<file path="src/hw/rtl/arp_pkg.sv">
// ----------------------------------------------------------------------------
// arp_pkg
// Shared types and constants of the arpeggiator engine.
// ----------------------------------------------------------------------------
package arp_pkg;

  localparam int MAX_NOTES   = 16;
  localparam int NOTE_IDX_W  = $clog2(MAX_NOTES);
  localparam int NOTE_CNT_W  = NOTE_IDX_W + 1;
  localparam int TICK_SHIFT  = 2;

  localparam int DIVIDEND_W  = 32;
  localparam int DIVISOR_W   = 10;
  localparam int DIV_CNT_W   = $clog2(DIVIDEND_W);

  localparam logic [19:0] GATE_RECIP  = 20'd671089;
  localparam int          GATE_SHIFT  = 26;
  localparam logic [6:0]  GATE_LEGATO = 7'd100;
  localparam logic [6:0]  PITCH_MAX   = 7'd127;
  localparam logic [6:0]  VEL_ON      = 7'd127;
  localparam logic [6:0]  VEL_OFF     = 7'd0;
  localparam logic signed [4:0] SPAN_FOLD = 5'sd5;
  localparam logic [15:0] LFSR_SEED   = 16'hACE1;
  localparam logic [15:0] LFSR_TAPS   = 16'hB400;

  localparam logic [1:0] OP_NOTE_ON  = 2'd0;
  localparam logic [1:0] OP_NOTE_OFF = 2'd1;
  localparam logic [1:0] OP_TICK     = 2'd2;
  localparam logic [1:0] OP_SPARE    = 2'd3;

  localparam logic [3:0] MODE_ORDER     = 4'd0;
  localparam logic [3:0] MODE_UP        = 4'd1;
  localparam logic [3:0] MODE_DOWN      = 4'd2;
  localparam logic [3:0] MODE_UPDOWN    = 4'd3;
  localparam logic [3:0] MODE_DOWNUP    = 4'd4;
  localparam logic [3:0] MODE_UPANDDOWN = 4'd5;
  localparam logic [3:0] MODE_DOWNANDUP = 4'd6;
  localparam logic [3:0] MODE_CONVERGE  = 4'd7;
  localparam logic [3:0] MODE_DIVERGE   = 4'd8;
  localparam logic [3:0] MODE_RANDOM    = 4'd9;

  localparam logic [2:0] REG_MODE   = 3'd0;
  localparam logic [2:0] REG_SPAN   = 3'd1;
  localparam logic [2:0] REG_HOLD   = 3'd2;
  localparam logic [2:0] REG_DIVSOR = 3'd3;
  localparam logic [2:0] REG_GATE   = 3'd4;

  typedef enum logic [3:0] {
    S_IDLE,
    S_ON_SCAN,
    S_OFF_SCAN,
    S_TICK_DIV,
    S_WAIT_TICK,
    S_PAT_START,
    S_WAIT_PAT,
    S_RAND_START,
    S_WAIT_RAND,
    S_RANK_LOAD,
    S_RANK_CNT,
    S_UPDATE,
    S_PITCH,
    S_WAIT_LEN,
    S_EMIT_ON,
    S_EMIT_OFF
  } state_t;

  typedef struct packed {
    logic                  start;
    logic [DIVIDEND_W-1:0] dividend;
    logic [DIVISOR_W-1:0]  divisor;
  } div_req_t;

  typedef struct packed {
    logic                  done;
    logic [DIVISOR_W-1:0]  remainder;
  } div_rsp_t;

endpackage

</file>
<file path="src/hw/rtl/arp_div.sv">
// ----------------------------------------------------------------------------
// arp_div
// Restoring divider, one quotient bit per cycle, shared by all divisions.
// ----------------------------------------------------------------------------
module arp_div (
  input  logic              clk,
  input  logic              rst,
  input  arp_pkg::div_req_t req,
  output arp_pkg::div_rsp_t rsp
);

  logic                            busy;
  logic                            done;
  logic [arp_pkg::DIV_CNT_W-1:0]   cnt;
  logic [arp_pkg::DIVIDEND_W-1:0]  num;
  logic [arp_pkg::DIVISOR_W-1:0]   rem;
  logic [arp_pkg::DIVISOR_W-1:0]   den;
  logic [arp_pkg::DIVISOR_W:0]     trial;
  logic                            ge;
  logic [arp_pkg::DIVISOR_W-1:0]   rem_next;

  always_comb begin
    trial    = {rem, num[arp_pkg::DIVIDEND_W-1]};
    ge       = trial >= {1'b0, den};
    rem_next = ge ? arp_pkg::DIVISOR_W'(trial - {1'b0, den})
                  : trial[arp_pkg::DIVISOR_W-1:0];
  end

  always_ff @(posedge clk) begin
    if (rst) begin
      busy <= 1'b0;
      done <= 1'b0;
      cnt  <= '0;
    end else begin
      done <= 1'b0;
      if (req.start) begin
        busy <= 1'b1;
        cnt  <= '0;
      end else if (busy) begin
        cnt <= cnt + 1'b1;
        if (cnt == arp_pkg::DIV_CNT_W'(arp_pkg::DIVIDEND_W - 1)) begin
          busy <= 1'b0;
          done <= 1'b1;
        end
      end
    end
  end

  always_ff @(posedge clk) begin
    if (req.start) begin
      num <= req.dividend;
      den <= req.divisor;
      rem <= '0;
    end else if (busy) begin
      num <= {num[arp_pkg::DIVIDEND_W-2:0], ge};
      rem <= rem_next;
    end
  end

  assign rsp.done      = done;
  assign rsp.remainder = rem;

endmodule

</file>
<file path="src/hw/rtl/arpeggiator_engine.sv">
// ----------------------------------------------------------------------------
// arpeggiator_engine
// Arpeggiator: pitch-sorted held-note set, step pattern and octave walk.
//
// Input channel (s_*): one item per note-on, note-off or clock tick, op in
// s_tuser. Output channel (m_*): a tick on a step boundary yields two items,
// the note-on at the tick and the note-off at the gate end (tlast set).
// Configuration through the APB port, to be written only while the block is
// idle; the user is bound to this, the block does not enforce it. s_tready
// is high only in idle. A note-on or note-off scans the stored notes, one
// stored note compared per cycle. A tick returns to idle when its number is
// not a multiple of four or no note is held, else it runs the step test on
// the shared divider. A tick on a step boundary runs the pattern modulo on
// the same divider unless the pattern needs none, and random mode runs a
// second modulo; play-order mode adds the rank search over the held notes.
// The gate length uses a constant reciprocal multiply.
// Reset: notes cleared, step position -1, LFSR seeded, registers at defaults.
// A stalled receiver holds the block in the emit states; no item is lost.
// ----------------------------------------------------------------------------
module arpeggiator_engine (
  input  logic        clk,
  input  logic        rst,
  input  logic        s_tvalid,
  output logic        s_tready,
  input  logic [39:0] s_tdata,   // pitch_in[6:0], tick_count[38:7], zero pad
  input  logic [1:0]  s_tuser,   // op[1:0]
  output logic        m_tvalid,
  input  logic        m_tready,
  output logic [47:0] m_tdata,   // event_tick[31:0], pitch_out[38:32], velocity[45:39]
  output logic [0:0]  m_tuser,   // event_kind[0]
  output logic        m_tlast,
  input  logic        psel,
  input  logic        penable,
  input  logic        pwrite,
  input  logic [4:0]  paddr,
  input  logic [31:0] pwdata,
  output logic [31:0] prdata,
  output logic        pready
);

  localparam int NI = arp_pkg::NOTE_IDX_W;
  localparam int NC = arp_pkg::NOTE_CNT_W;

  arp_pkg::state_t state, state_next;

  logic [3:0]        mode;
  logic signed [4:0] octave_span;
  logic              hold_enable;
  logic [9:0]        step_divisor;
  logic [6:0]        gate_percent;

  logic [6:0]  held_pitch [arp_pkg::MAX_NOTES];
  logic [15:0] held_age   [arp_pkg::MAX_NOTES];

  logic [NC-1:0]     note_total;
  logic [NC-1:0]     pressed_total;
  logic signed [5:0] step_position;
  logic [NI-1:0]     play_index;
  logic [15:0]       next_age;
  logic signed [4:0] octave_offset;
  logic signed [1:0] octave_dir;
  logic [15:0]       lfsr;

  logic [1:0]  op_r;
  logic [6:0]  pin_r;
  logic [31:0] tick_r;
  logic [31:0] off_tick;
  logic [6:0]  pitch_r;
  logic [18:0] gprod_r;
  logic [NC-1:0] ptr;
  logic [NC-1:0] k_r;
  logic [NC-1:0] cnt_r;
  logic [15:0]   agek;
  logic [5:0]    rank_r;
  logic [5:0]    snew;
  logic [5:0]    idx_r;

  arp_pkg::div_req_t div_req;
  arp_pkg::div_rsp_t div_rsp;

  arp_div u_div (
    .clk (clk),
    .rst (rst),
    .req (div_req),
    .rsp (div_rsp)
  );

  logic          wr_en;
  logic          accept;
  logic          clr_engine;
  logic [NI-1:0] rd_idx;
  logic [6:0]    pitch_rd;
  logic [15:0]   age_rd;
  logic [5:0]    n6;
  logic [5:0]    nm1;
  logic [5:0]    u6;
  logic [5:0]    s2;
  logic [5:0]    half;
  logic [5:0]    fold;
  logic [5:0]    idx_pat;
  logic [9:0]    sd_eff;
  logic [9:0]    pat_mod;
  logic          pat_skip;
  logic          tick_skip;
  logic [NC-1:0] cnt_nx;
  logic [5:0]    pi6;
  logic [5:0]    sel;
  logic signed [9:0] pitch_sum;
  logic [6:0]    pitch_clamp;
  logic [18:0]   gate_prod;
  logic [38:0]   gate_mul;
  logic [12:0]   gate_quot;
  logic [31:0]   len;
  logic          rev;
  logic [15:0]   lfsr_nx;
  logic signed [4:0] oct;
  logic              both;
  logic signed [5:0] osum;
  logic signed [4:0] off_nx;
  logic signed [1:0] dir_nx;

  // ---------------------------------------------------------------- config
  assign pready = 1'b1;
  assign wr_en  = psel & penable & pwrite;

  always_ff @(posedge clk) begin
    if (rst) begin
      mode         <= arp_pkg::MODE_UP;
      octave_span  <= '0;
      hold_enable  <= 1'b0;
      step_divisor <= 10'd12;
      gate_percent <= 7'd50;
    end else if (wr_en) begin
      unique case (paddr[4:2])
        arp_pkg::REG_MODE:   mode         <= pwdata[3:0];
        arp_pkg::REG_SPAN:   octave_span  <= $signed(pwdata[4:0]);
        arp_pkg::REG_HOLD:   hold_enable  <= pwdata[0];
        arp_pkg::REG_DIVSOR: step_divisor <= pwdata[9:0];
        arp_pkg::REG_GATE:   gate_percent <= pwdata[6:0];
        default: ;
      endcase
    end
  end

  always_comb begin
    unique case (paddr[4:2])
      arp_pkg::REG_MODE:   prdata = {28'd0, mode};
      arp_pkg::REG_SPAN:   prdata = {27'd0, octave_span};
      arp_pkg::REG_HOLD:   prdata = {31'd0, hold_enable};
      arp_pkg::REG_DIVSOR: prdata = {22'd0, step_divisor};
      arp_pkg::REG_GATE:   prdata = {25'd0, gate_percent};
      default:             prdata = '0;
    endcase
  end

  // ------------------------------------------------------------ datapath
  assign accept = s_tvalid & s_tready;
  assign clr_engine = accept &&
      (((s_tuser == arp_pkg::OP_NOTE_ON) && hold_enable && (pressed_total == '0)) ||
       ((s_tuser == arp_pkg::OP_TICK) && !hold_enable && (pressed_total == '0)));

  assign pitch_rd = held_pitch[rd_idx];
  assign age_rd   = held_age[rd_idx];

  assign n6     = 6'(note_total);
  assign nm1    = n6 - 6'd1;
  assign u6     = 6'(unsigned'(step_position) + 6'd1);
  assign s2     = div_rsp.remainder[5:0];
  assign half   = {1'b0, s2[5:1]};
  assign sd_eff = (step_divisor == '0) ? 10'd1 : step_divisor;
  assign gate_prod = 19'({sd_eff, {arp_pkg::TICK_SHIFT{1'b0}}} * gate_percent);
  assign tick_skip = (tick_r[arp_pkg::TICK_SHIFT-1:0] != '0) || (note_total == '0);
  assign pat_skip  = (mode > arp_pkg::MODE_RANDOM) ||
      (((mode == arp_pkg::MODE_UPDOWN) || (mode == arp_pkg::MODE_DOWNUP)) && (n6 < 6'd2));
  assign cnt_nx = cnt_r + NC'(age_rd < agek);
  assign rev = (mode == arp_pkg::MODE_DOWN) || (mode == arp_pkg::MODE_DOWNUP) ||
               (mode == arp_pkg::MODE_DOWNANDUP);
  assign lfsr_nx = lfsr[0] ? ((lfsr >> 1) ^ arp_pkg::LFSR_TAPS) : (lfsr >> 1);

  always_comb begin
    if ((mode == arp_pkg::MODE_UPDOWN) || (mode == arp_pkg::MODE_DOWNUP))
      pat_mod = 10'({nm1, 1'b0});
    else if ((mode == arp_pkg::MODE_UPANDDOWN) || (mode == arp_pkg::MODE_DOWNANDUP))
      pat_mod = 10'({n6, 1'b0});
    else
      pat_mod = 10'(n6);
  end

  always_comb begin
    fold    = '0;
    idx_pat = '0;
    unique case (mode)
      arp_pkg::MODE_UP, arp_pkg::MODE_DOWN: idx_pat = s2;
      arp_pkg::MODE_UPDOWN, arp_pkg::MODE_DOWNUP: begin
        fold    = (s2 < nm1) ? s2 : s2 - nm1;
        idx_pat = (s2 >= nm1) ? n6 - fold - 6'd1 : fold;
      end
      arp_pkg::MODE_UPANDDOWN, arp_pkg::MODE_DOWNANDUP: begin
        fold    = (s2 < n6) ? s2 : s2 - n6;
        idx_pat = (s2 >= n6) ? n6 - fold - 6'd1 : fold;
      end
      arp_pkg::MODE_CONVERGE: idx_pat = s2[0] ? n6 - half - 6'd1 : half;
      arp_pkg::MODE_DIVERGE:
        idx_pat = s2[0] ? (n6 >> 1) - half - 6'd1 : (n6 >> 1) + half;
      default: idx_pat = '0;
    endcase
  end

  always_comb begin
    both = (octave_span > arp_pkg::SPAN_FOLD) || (octave_span < -arp_pkg::SPAN_FOLD);
    if (octave_span > arp_pkg::SPAN_FOLD)       oct = octave_span - arp_pkg::SPAN_FOLD;
    else if (octave_span < -arp_pkg::SPAN_FOLD) oct = octave_span + arp_pkg::SPAN_FOLD;
    else                                        oct = octave_span;
    osum   = 6'(octave_offset) + 6'(octave_dir);
    off_nx = octave_offset;
    dir_nx = octave_dir;
    if (oct == 5'sd0) begin
      off_nx = '0;
      dir_nx = '0;
    end else if (oct > 5'sd0) begin
      if (octave_dir == 2'sd0) begin
        dir_nx = 2'sd1;
      end else if (osum > 6'(oct)) begin
        off_nx = both ? oct : 5'sd0;
        dir_nx = both ? -2'sd1 : 2'sd1;
      end else if (osum < 6'sd0) begin
        off_nx = '0;
        dir_nx = 2'sd1;
      end else begin
        off_nx = 5'(osum);
      end
    end else begin
      if (octave_dir == 2'sd0) begin
        dir_nx = -2'sd1;
      end else if (osum < 6'(oct)) begin
        off_nx = both ? oct : 5'sd0;
        dir_nx = both ? 2'sd1 : -2'sd1;
      end else if (osum > 6'sd0) begin
        off_nx = '0;
        dir_nx = -2'sd1;
      end else begin
        off_nx = 5'(osum);
      end
    end
  end

  always_comb begin
    pi6 = 6'(play_index);
    sel = (octave_dir == -2'sd1) ? n6 - pi6 - 6'd1 : pi6;
    if (sel >= n6) sel = '0;
    pitch_sum = $signed(10'(pitch_rd)) + (10'(octave_offset) <<< 3)
              + (10'(octave_offset) <<< 2);
    if (pitch_sum < 10'sd0)                     pitch_clamp = '0;
    else if (pitch_sum > 10'(arp_pkg::PITCH_MAX)) pitch_clamp = arp_pkg::PITCH_MAX;
    else                                        pitch_clamp = pitch_sum[6:0];
    gate_mul  = 39'(gprod_r) * 39'(arp_pkg::GATE_RECIP);
    gate_quot = gate_mul[arp_pkg::GATE_SHIFT +: 13];
    len = (gate_quot == '0) ? 32'd1 : 32'(gate_quot);
    if (gate_percent == arp_pkg::GATE_LEGATO) len = len + 32'd1;
  end

  // ------------------------------------------------------------ sequencer
  always_ff @(posedge clk) begin
    if (rst) state <= arp_pkg::S_IDLE;
    else     state <= state_next;
  end

  always_comb begin
    state_next = state;
    unique case (state)
      arp_pkg::S_IDLE:
        if (s_tvalid) begin
          priority case (s_tuser)
            arp_pkg::OP_NOTE_ON:  state_next = arp_pkg::S_ON_SCAN;
            arp_pkg::OP_NOTE_OFF: state_next = arp_pkg::S_OFF_SCAN;
            arp_pkg::OP_TICK:     state_next = arp_pkg::S_TICK_DIV;
            default:              state_next = arp_pkg::S_IDLE;
          endcase
        end
      arp_pkg::S_ON_SCAN:
        if (note_total >= NC'(arp_pkg::MAX_NOTES)) state_next = arp_pkg::S_IDLE;
        else if ((ptr < note_total) && (pin_r > pitch_rd)) state_next = arp_pkg::S_ON_SCAN;
        else state_next = arp_pkg::S_IDLE;
      arp_pkg::S_OFF_SCAN:
        if ((ptr >= note_total) || (pitch_rd == pin_r)) state_next = arp_pkg::S_IDLE;
      arp_pkg::S_TICK_DIV:
        state_next = tick_skip ? arp_pkg::S_IDLE : arp_pkg::S_WAIT_TICK;
      arp_pkg::S_WAIT_TICK:
        if (div_rsp.done)
          state_next = (div_rsp.remainder == '0) ? arp_pkg::S_PAT_START : arp_pkg::S_IDLE;
      arp_pkg::S_PAT_START:
        state_next = pat_skip ? arp_pkg::S_UPDATE : arp_pkg::S_WAIT_PAT;
      arp_pkg::S_WAIT_PAT:
        if (div_rsp.done) begin
          if (mode == arp_pkg::MODE_RANDOM)     state_next = arp_pkg::S_RAND_START;
          else if (mode == arp_pkg::MODE_ORDER) state_next = arp_pkg::S_RANK_LOAD;
          else                                  state_next = arp_pkg::S_UPDATE;
        end
      arp_pkg::S_RAND_START: state_next = arp_pkg::S_WAIT_RAND;
      arp_pkg::S_WAIT_RAND:  if (div_rsp.done) state_next = arp_pkg::S_UPDATE;
      arp_pkg::S_RANK_LOAD:  state_next = arp_pkg::S_RANK_CNT;
      arp_pkg::S_RANK_CNT:
        if (ptr == note_total - 1'b1) begin
          if ((6'(cnt_nx) == rank_r) || (k_r == note_total - 1'b1))
            state_next = arp_pkg::S_UPDATE;
          else
            state_next = arp_pkg::S_RANK_LOAD;
        end
      arp_pkg::S_UPDATE:   state_next = arp_pkg::S_PITCH;
      arp_pkg::S_PITCH:    state_next = arp_pkg::S_WAIT_LEN;
      arp_pkg::S_WAIT_LEN: state_next = arp_pkg::S_EMIT_ON;
      arp_pkg::S_EMIT_ON:  if (m_tready) state_next = arp_pkg::S_EMIT_OFF;
      arp_pkg::S_EMIT_OFF: if (m_tready) state_next = arp_pkg::S_IDLE;
      default:             state_next = arp_pkg::S_IDLE;
    endcase
  end

  always_comb begin
    s_tready = (state == arp_pkg::S_IDLE);
    m_tvalid = (state == arp_pkg::S_EMIT_ON) || (state == arp_pkg::S_EMIT_OFF);
    div_req  = '0;
    rd_idx   = ptr[NI-1:0];
    unique case (state)
      arp_pkg::S_TICK_DIV: begin
        div_req.start    = !tick_skip;
        div_req.dividend = 32'(tick_r >> arp_pkg::TICK_SHIFT);
        div_req.divisor  = sd_eff;
      end
      arp_pkg::S_PAT_START: begin
        div_req.start    = !pat_skip;
        div_req.dividend = 32'(u6);
        div_req.divisor  = pat_mod;
      end
      arp_pkg::S_RAND_START: begin
        div_req.start    = 1'b1;
        div_req.dividend = 32'(lfsr);
        div_req.divisor  = 10'(n6);
      end
      arp_pkg::S_RANK_LOAD: rd_idx = k_r[NI-1:0];
      arp_pkg::S_PITCH:     rd_idx = sel[NI-1:0];
      default: ;
    endcase
  end

  always_ff @(posedge clk) begin
    if (rst) begin
      note_total    <= '0;
      pressed_total <= '0;
      step_position <= -6'sd1;
      play_index    <= '0;
      next_age      <= '0;
      octave_offset <= '0;
      octave_dir    <= '0;
      lfsr          <= arp_pkg::LFSR_SEED;
    end else begin
      if (clr_engine) begin
        note_total    <= '0;
        pressed_total <= '0;
        step_position <= -6'sd1;
        play_index    <= '0;
        next_age      <= '0;
        octave_offset <= '0;
        octave_dir    <= '0;
      end
      unique case (state)
        arp_pkg::S_ON_SCAN:
          if ((note_total < NC'(arp_pkg::MAX_NOTES)) &&
              !((ptr < note_total) && (pin_r > pitch_rd)) &&
              !((ptr < note_total) && (pin_r == pitch_rd))) begin
            note_total    <= note_total + 1'b1;
            pressed_total <= pressed_total + 1'b1;
            next_age      <= next_age + 16'd1;
          end
        arp_pkg::S_OFF_SCAN:
          if ((ptr < note_total) && (pitch_rd == pin_r)) begin
            if (pressed_total != '0) pressed_total <= pressed_total - 1'b1;
            if (!hold_enable) note_total <= note_total - 1'b1;
          end
        arp_pkg::S_WAIT_PAT:
          if (div_rsp.done && (mode == arp_pkg::MODE_RANDOM)) lfsr <= lfsr_nx;
        arp_pkg::S_UPDATE: begin
          step_position <= $signed(snew);
          play_index    <= rev ? NI'(n6 - idx_r - 6'd1) : idx_r[NI-1:0];
          if (snew == '0) begin
            octave_offset <= off_nx;
            octave_dir    <= dir_nx;
          end
        end
        default: ;
      endcase
    end
  end

  always_ff @(posedge clk) begin
    if (accept) begin
      op_r   <= s_tuser;
      pin_r  <= s_tdata[6:0];
      tick_r <= s_tdata[38:7];
      ptr    <= '0;
    end
    unique case (state)
      arp_pkg::S_ON_SCAN:
        if ((ptr < note_total) && (pin_r > pitch_rd)) begin
          ptr <= ptr + 1'b1;
        end else if ((note_total < NC'(arp_pkg::MAX_NOTES)) &&
                     !((ptr < note_total) && (pin_r == pitch_rd))) begin
          for (int i = 0; i < arp_pkg::MAX_NOTES; i++) begin
            if (NC'(i) == ptr) begin
              held_pitch[i] <= pin_r;
              held_age[i]   <= next_age;
            end else if ((NC'(i) > ptr) && (NC'(i) <= note_total) && (i > 0)) begin
              held_pitch[i] <= held_pitch[i-1];
              held_age[i]   <= held_age[i-1];
            end
          end
        end
      arp_pkg::S_OFF_SCAN:
        if ((ptr < note_total) && (pitch_rd == pin_r)) begin
          if (!hold_enable) begin
            for (int j = 0; j < arp_pkg::MAX_NOTES - 1; j++) begin
              if ((NC'(j) >= ptr) && (NC'(j) < note_total - 1'b1)) begin
                held_pitch[j] <= held_pitch[j+1];
                held_age[j]   <= held_age[j+1];
              end
            end
          end
        end else begin
          ptr <= ptr + 1'b1;
        end
      arp_pkg::S_PAT_START:
        if (pat_skip) begin
          snew  <= (mode > arp_pkg::MODE_RANDOM) ? unsigned'(step_position) : 6'd0;
          idx_r <= '0;
        end
      arp_pkg::S_WAIT_PAT:
        if (div_rsp.done) begin
          snew   <= s2;
          idx_r  <= idx_pat;
          rank_r <= s2;
          k_r    <= '0;
        end
      arp_pkg::S_WAIT_RAND:
        if (div_rsp.done) idx_r <= s2;
      arp_pkg::S_RANK_LOAD: begin
        agek  <= age_rd;
        ptr   <= '0;
        cnt_r <= '0;
      end
      arp_pkg::S_RANK_CNT:
        if (ptr == note_total - 1'b1) begin
          if (6'(cnt_nx) == rank_r) idx_r <= 6'(k_r);
          else if (k_r == note_total - 1'b1) idx_r <= '0;
          else k_r <= k_r + 1'b1;
        end else begin
          ptr   <= ptr + 1'b1;
          cnt_r <= cnt_nx;
        end
      arp_pkg::S_PITCH: begin
        pitch_r <= pitch_clamp;
        gprod_r <= gate_prod;
      end
      arp_pkg::S_WAIT_LEN: off_tick <= tick_r + len;
      default: ;
    endcase
  end

  // ------------------------------------------------------------ output
  always_comb begin
    m_tdata = '0;
    m_tdata[38:32] = pitch_r;
    if (state == arp_pkg::S_EMIT_OFF) begin
      m_tdata[31:0]  = off_tick;
      m_tdata[45:39] = arp_pkg::VEL_OFF;
    end else begin
      m_tdata[31:0]  = tick_r;
      m_tdata[45:39] = arp_pkg::VEL_ON;
    end
    m_tuser[0] = (state == arp_pkg::S_EMIT_ON) && (op_r == arp_pkg::OP_TICK);
    m_tlast    = (state == arp_pkg::S_EMIT_OFF);
  end

endmodule

</file>
<file path="config.mk">
export PLATFORM = sky130hd
export DESIGN_NAME = arpeggiator_engine
export DESIGN_NICKNAME = d
export VERILOG_FILES = /design/src/hw/rtl/arp_pkg.sv /design/src/hw/rtl/arp_div.sv /design/src/hw/rtl/arpeggiator_engine.sv
export SDC_FILE = /design/constraint.sdc
export NUM_CORES = 2
export LEC_CHECK = 0
export BUFFER_PORTS_ARGS = -buffer_cell sky130_fd_sc_hd__buf_2
export CAP_MARGIN = 20
export CORE_MARGIN = 2
export CORE_UTILIZATION = 29
export DETAILED_ROUTE_END_ITERATION = 7
export GPL_TIMING_DRIVEN = 0
export PLACE_DENSITY = 0.45
export SLEW_MARGIN = 20
export SYNTH_ARGS = -nofsm -noshare
export SYNTH_HDL_FRONTEND = slang
export SYNTH_SLANG_ARGS = --single-unit
</file>
<file path="constraint.sdc">
create_clock -name clk -period 15.6 [get_ports clk]
set_clock_uncertainty 0.15 [all_clocks]
set_input_delay 0 -clock clk [delete_from_list [all_inputs] [get_ports clk]]
set_output_delay 0 -clock clk [all_outputs]
set_load 0.01 [all_outputs]
</file>
== Yosys cells after proc, flatten, opt, wreduce, memory -nomap -nowiden ==
Memories as Yosys holds them, arrays and structs flattened.
Cells that the tools add are included.
Operators by class
  order comparisons: 83
  equal/unequal tests: 70
  shift operators: 0
  bitwise logic cells: 65
  add/subtract/negate cells: 34
  multiply operators: 2
  reductions and logical operators: 99
  multiplexer cells: 418
  divide/modulo/power cells: 0
Operators by type and width (number)
  16-bit 2-to-1 mux: 34
  1-bit 2-to-1 mux: 251
  7-bit 2-to-1 mux: 33
  5-bit 2-to-1 mux: 31
  43-bit one-hot mux with 3 select lines: 1
  4-bit 2-to-1 mux: 25
  32-bit 2-to-1 mux: 3
  4-bit one-hot mux with 16 select lines: 1
  1-bit bitwise OR: 60
  10-bit one-hot mux with 5 select lines: 1
  1-bit logical AND: 44
  6-bit 2-to-1 mux: 7
  4-bit equality test, second input constant: 10
  4-bit by 5-bit equality test with 1-bit output, first input constant: 8
  4-bit by 5-bit greater-than comparator with 1-bit output, first input constant: 8
  4-bit by 5-bit <= comparator with 1-bit output, first input constant: 8
  5-bit one-hot mux with 2 select lines: 4
  17-bit by 20-bit multiplier with 37-bit output, second input constant: 1
  4-bit by 5-bit >= comparator with 1-bit output, first input constant: 7
  4-bit by 5-bit less-than comparator with 1-bit output, first input constant: 7
  32-bit adder: 1
  4-bit by 3-bit equality test with 1-bit output, second input constant: 8
  2-bit 2-to-1 mux: 15
  4-bit subtractor: 7
  103 further kinds: 196
Storage, ports and cells
  memories: 2
  flip-flop bits (word level): 293
  memory bits (read-only): 0
  RAM bits: 368
  latch bits: 0
Memory list
  held_age: depth 16, bits a word 16, read ports 17, clocked after memory_dff 0, write ports 16, RTL line arpeggiator_engine.sv:53  | logic [15:0] held_age [arp_pkg::MAX_NOTES];
  held_pitch: depth 16, bits a word 7, read ports 17, clocked after memory_dff 0, write ports 16, RTL line arpeggiator_engine.sv:52  | logic [6:0] held_pitch [arp_pkg::MAX_NOTES];

== Depth between registers and ports, before layout ==
An unclocked memory read counts as a cell.
  depth after elaboration: 17
  gate-level depth with buffers: 42
  depth with buffers taken out: 40

== By module ==
A second synthesis with hierarchy kept.
Unflattened totals
  cells, all modules: 5341
  area total of the unflattened synthesis: 48860.6 um2
By module, submodules not included
  arpeggiator_engine: instances 1, cells each 5102, sequential area each 17126.4 um2, area each 45896.5 um2
  arp_div: instances 1, cells each 239, sequential area each 1601.5 um2, area each 2964.1 um2

== Worst setup path after synthesis ==
Ideal clock, no wire load.
  kind: register to register
  start point: reg gprod_r[17]
  end point: reg off_tick[21] (data pin)
  stages on the path, launching flop included: 33
  clock period less this slack: 9.005 ns
  arrival: 8.588 ns
  data required time: 15.183 ns
  path buffers: 0
  path slack: 6.595 ns
  cell sequence: edfxtp_1 fa_1 inv_1 fa_1 inv_1 fa_1 fa_1 fa_1 inv_1 fa_1 inv_1 ha_1 and4_1 and3_1 a221oi_2 and2_1 a211oi_2 or4_1 nor3b_1 a41oi_1 nor2_1 xor2_1 ha_1 a21o_1 a21oi_1 o21bai_1 a21oi_1 o21bai_1 a211o_1 a21o_1 a31oi_1 nor3b_1 xor2_1
Between the ends
  word-level cells in the longest chain between the ends: 6
RTL lines
  start, declared: RTL line arpeggiator_engine.sv:69  | logic [18:0] gprod_r;
  start signal, assigned: RTL line arpeggiator_engine.sv:460  | gprod_r <= gate_prod;
  17-bit by 20-bit multiplier with 37-bit output *: RTL line arpeggiator_engine.sv:256  | gate_mul = 39'(gprod_r) * 39'(arp_pkg::GATE_RECIP);
  13-bit zero test: RTL line arpeggiator_engine.sv:258  | len = (gate_quot == '0) ? 32'd1 : 32'(gate_quot);
  13-bit 2-to-1 mux *: RTL line arpeggiator_engine.sv:258
  13-bit by 1-bit adder with 14-bit output: RTL line arpeggiator_engine.sv:259  | if (gate_percent == arp_pkg::GATE_LEGATO) len = len + 32'd1;
  14-bit 2-to-1 mux *: RTL line arpeggiator_engine.sv:259
  32-bit adder *: RTL line arpeggiator_engine.sv:462  | arp_pkg::S_WAIT_LEN: off_tick <= tick_r + len;
  end signal, assigned: RTL line arpeggiator_engine.sv:462
  end, declared: RTL line arpeggiator_engine.sv:67  | logic [31:0] off_tick;
Every way passes the cells marked *; elsewhere a longest branch is shown, timed or not.
A chain may end at the register's enable or synchronous reset.

==> reports/qor.txt <==
H-tree depth - 3
DP Cell Count - 7524
Die width - 411 µm
Final Net Count - 6086
Final setup violation count - 0
Area of the multi-input gates - 26300 µm²
Final hold violation count - 0
Minimum clock period - 10.91 ns
Largest net degree at the start of global routing - 35
Share of the synthesized area in the top cell type - 0.342
Via Count - 40.5k
Clock Sinks - 661
DR iter-0 viols - 4206
Critical Path Max Stage Delay - 0.94 ns
Met2 usage in global routing - 0.306
Routed vias/inst - 5.20
Worst Setup Start Kind - register
Met1 Resource Use GR - 0.305
Top Ports - 171
Synth Register Bits - 661
Cell Area, Synth - 48100 µm²
Drc violations - 22
CTS Buffer Depth - 3
CP Data Arrival Time - 11.08 ns
Worst path most repeated cell - clkbuf_1
Core Area - 165000 µm²
Sequential cell area fraction in the yosys report - 0.389
Tcrit/Tclk final - 0.699
GR Layer Usage met3 - 0.0259
Total CTS buffers - 81
Starting Density - 0.292
Layout area overhead - 16.1%
Max cap viols - 0
Initial antenna violation count - 3
Worst-Skew Late Latency - 0.72 ns
Dpl hpwl - 139 mm
Global-route wire length before repair - 259 mm
# resized after CTS - 0
Register area - 18700 µm²
Setup tns final - 0 ns
Worst min path class - primary input to register
Clock transition at the registers of the reported paths - 0.06 ns
Critical path class - register to register
Vias in the first global route - 38.6k
Crit path max fanout - 23
Post-synth top cells - nand2_1, edfxtp_1, inv_1
Grt peak-use layer - met2
Cells after Synth - 5178
Leading area contributor after synthesis - edfxtp_1
Post-DRT Antenna Nets - 0
Final std cells w/o fill - 7788
Gpl congestion - 0.912
Asr flop ratio synth - 0
Pwr per Cell Area - 111 nW/µm²
RSZ-0062 raised after global routing - false
Synthesis Warnings - 0
Total leakage power - 22.4 nW
Area contributors post-synth - edfxtp_1, ha_1, nand2_1
CTS tree - built
Die area - 169000 µm²
Post-DR wirelength/cell - 22.6 µm
Final worst slack - 4.69 ns
Slew headroom - 0.214
Filler cell count - 17.1k
Library cells used by synthesis - 91
Fmax - 91.6 MHz
Final Util - 0.339
Overall global routing resource usage - 0.203
Critical path cell sequence - clkbuf_1, inv_1, ha_1, a21o_1, a21oi_1, o21ai_1, a211oi_2, a221o_1, buf_2, buf_1, nand2_1, a311oi_1, a311oi_1, a21o_1, ha_1, and4_1, and4_1, nand3b_1, or3_1, clkbuf_1, nor4_2, clkbuf_1, clkbuf_1, a21o_1
Syn avg cell area - 9.30 µm²
Layout cells sized above 1 - 0.0824
Worst-Margin Slew - 1.18 ns
Pre-CTS setup slack - 4.77 ns
Clock root cell - clkbuf_16
Crit end category - register
Final WL - 176 mm
EDFF count, synth - 549
Row cnt - 149
Final Slew Violations - 0
GRT overflow - 0
Die extent in y - 411 µm
Failing checks - DRC
CP max stage cell - dfxtp_1
Ys flop type - edfxtp_1
Router iterations before antenna repair - 8
Outcome - finished, violations left
Final hold slack - 0.0430 ns
Worst vdd ir - 0.0897 mV
Port Buffer Count - 118
Most common cell in the netlist - nand2_1
Required time at the worst-slack endpoint - 15.77 ns
-- cell usage in the layout (no fill, tap or decap), types with 45 or more instances in the layout --
master,count
a21oi_1,225
a222oi_1,49
a22oi_1,54
a311oi_1,58
and2_1,45
and3_1,87
buf_2,182
clkbuf_1,259
clkbuf_16,82
dfxtp_1,112
dlygate4sd3_1,115
edfxtp_1,549
fa_1,162
ha_1,305
inv_1,414
mux2i_1,268
nand2_1,926
nand3_1,167
nor2_1,222
nor3_1,57
o21ai_0,377
xnor2_1,89
xor2_1,54
-- final timing paths --
check | start | end | slack [ns] | cells after the start
max | note_total[1]$_SDFF_PP0_ | held_age[0][7]$_DFFE_PP_ | 4.69 | 24
min | pwdata[1] | gate_percent[1]$_SDFFE_PP1P_ | 0.04 | 3
max reg2reg | note_total[1]$_SDFF_PP0_ | held_age[0][7]$_DFFE_PP_ | 4.69 | 24
min reg2reg | lfsr[15]$_SDFFE_PP1P_ | lfsr[14]$_SDFFE_PP0P_ | 0.31 | 2
-- routing by layer --
metal | share of wire | routed length (µm)
met5 | 0.000074 | 13
met4 | 0.018 | 3130
met2 | 0.43 | 75600
met3 | 0.071 | 12500
met1 | 0.48 | 84600
-- sequential cells by signal, summed over array words and instances, names as in the netlist, 7 cells and up --
name,cells
u_div.rem,10
next_age,16
pin_r,7
u_div.den,10
held_age,256
agek,16
step_divisor,10
gprod_r,17
pitch_r,7
gate_percent,7
u_div.num,32
off_tick,32
tick_r,32
lfsr,16
held_pitch,112
-- critical path: cells and delay by family (launching register included) --
family	cells	cell delay, ns
flip-flops	1	0.94
buffers and inverters	7	3.39
adder cells (fa/ha/maj)	2	0.70
AND/OR/NAND/NOR	6	2.11
AO/OA/AOI/OAI	9	3.17
-- what timing repair did --
item / 4_1_cts / 5_1_grt
buffers inserted: 0 / 0
hold buffers: 115 / 0
endpoints found under the hold margin: 126 / 0
-- cells by family after synthesis --
logic type,share of synthesized area
adder cells (fa/ha/maj),0.147
buffers and inverters,0.0687
other,0.000156
XOR/XNOR,0.0270
flip-flops,0.389
AND/OR/NAND/NOR,0.159
AO/OA/AOI/OAI,0.144
multiplexers,0.0655
-- through the flow --
step / power (mW) / instance area [µm²]
6_report: 6.22 / 55900
5_1_grt: 6.47 / 55900
4_1_cts: 6.22 / 55900
3_5_place_dp: 4.11 / 51900
3_3_place_gp: 4.09 / 51600
2_1_floorplan: 3.34 / 48200
-- area by class of cell --
type,instances,area share
clock buffer,95,0.0379
sequential,661,0.335
buffer,384,0.0309
antenna,1,0.0000448
tap,2189,0.0490
timing repair buffer,249,0.0350
inverter,422,0.0284
clock inverter,53,0.0128
multi-input combinational,3734,0.471
-- where the power goes --
group,leakage (nW),switching (mW),total [mW],internal [mW]
registers,5.60,0.109,2.13,2.02
clock network,1.39,0.843,2.07,1.23
logic,15.4,1.36,2.02,0.662
total,22.4,2.31,6.22,3.90
Power figures use the tool's default switching activity.
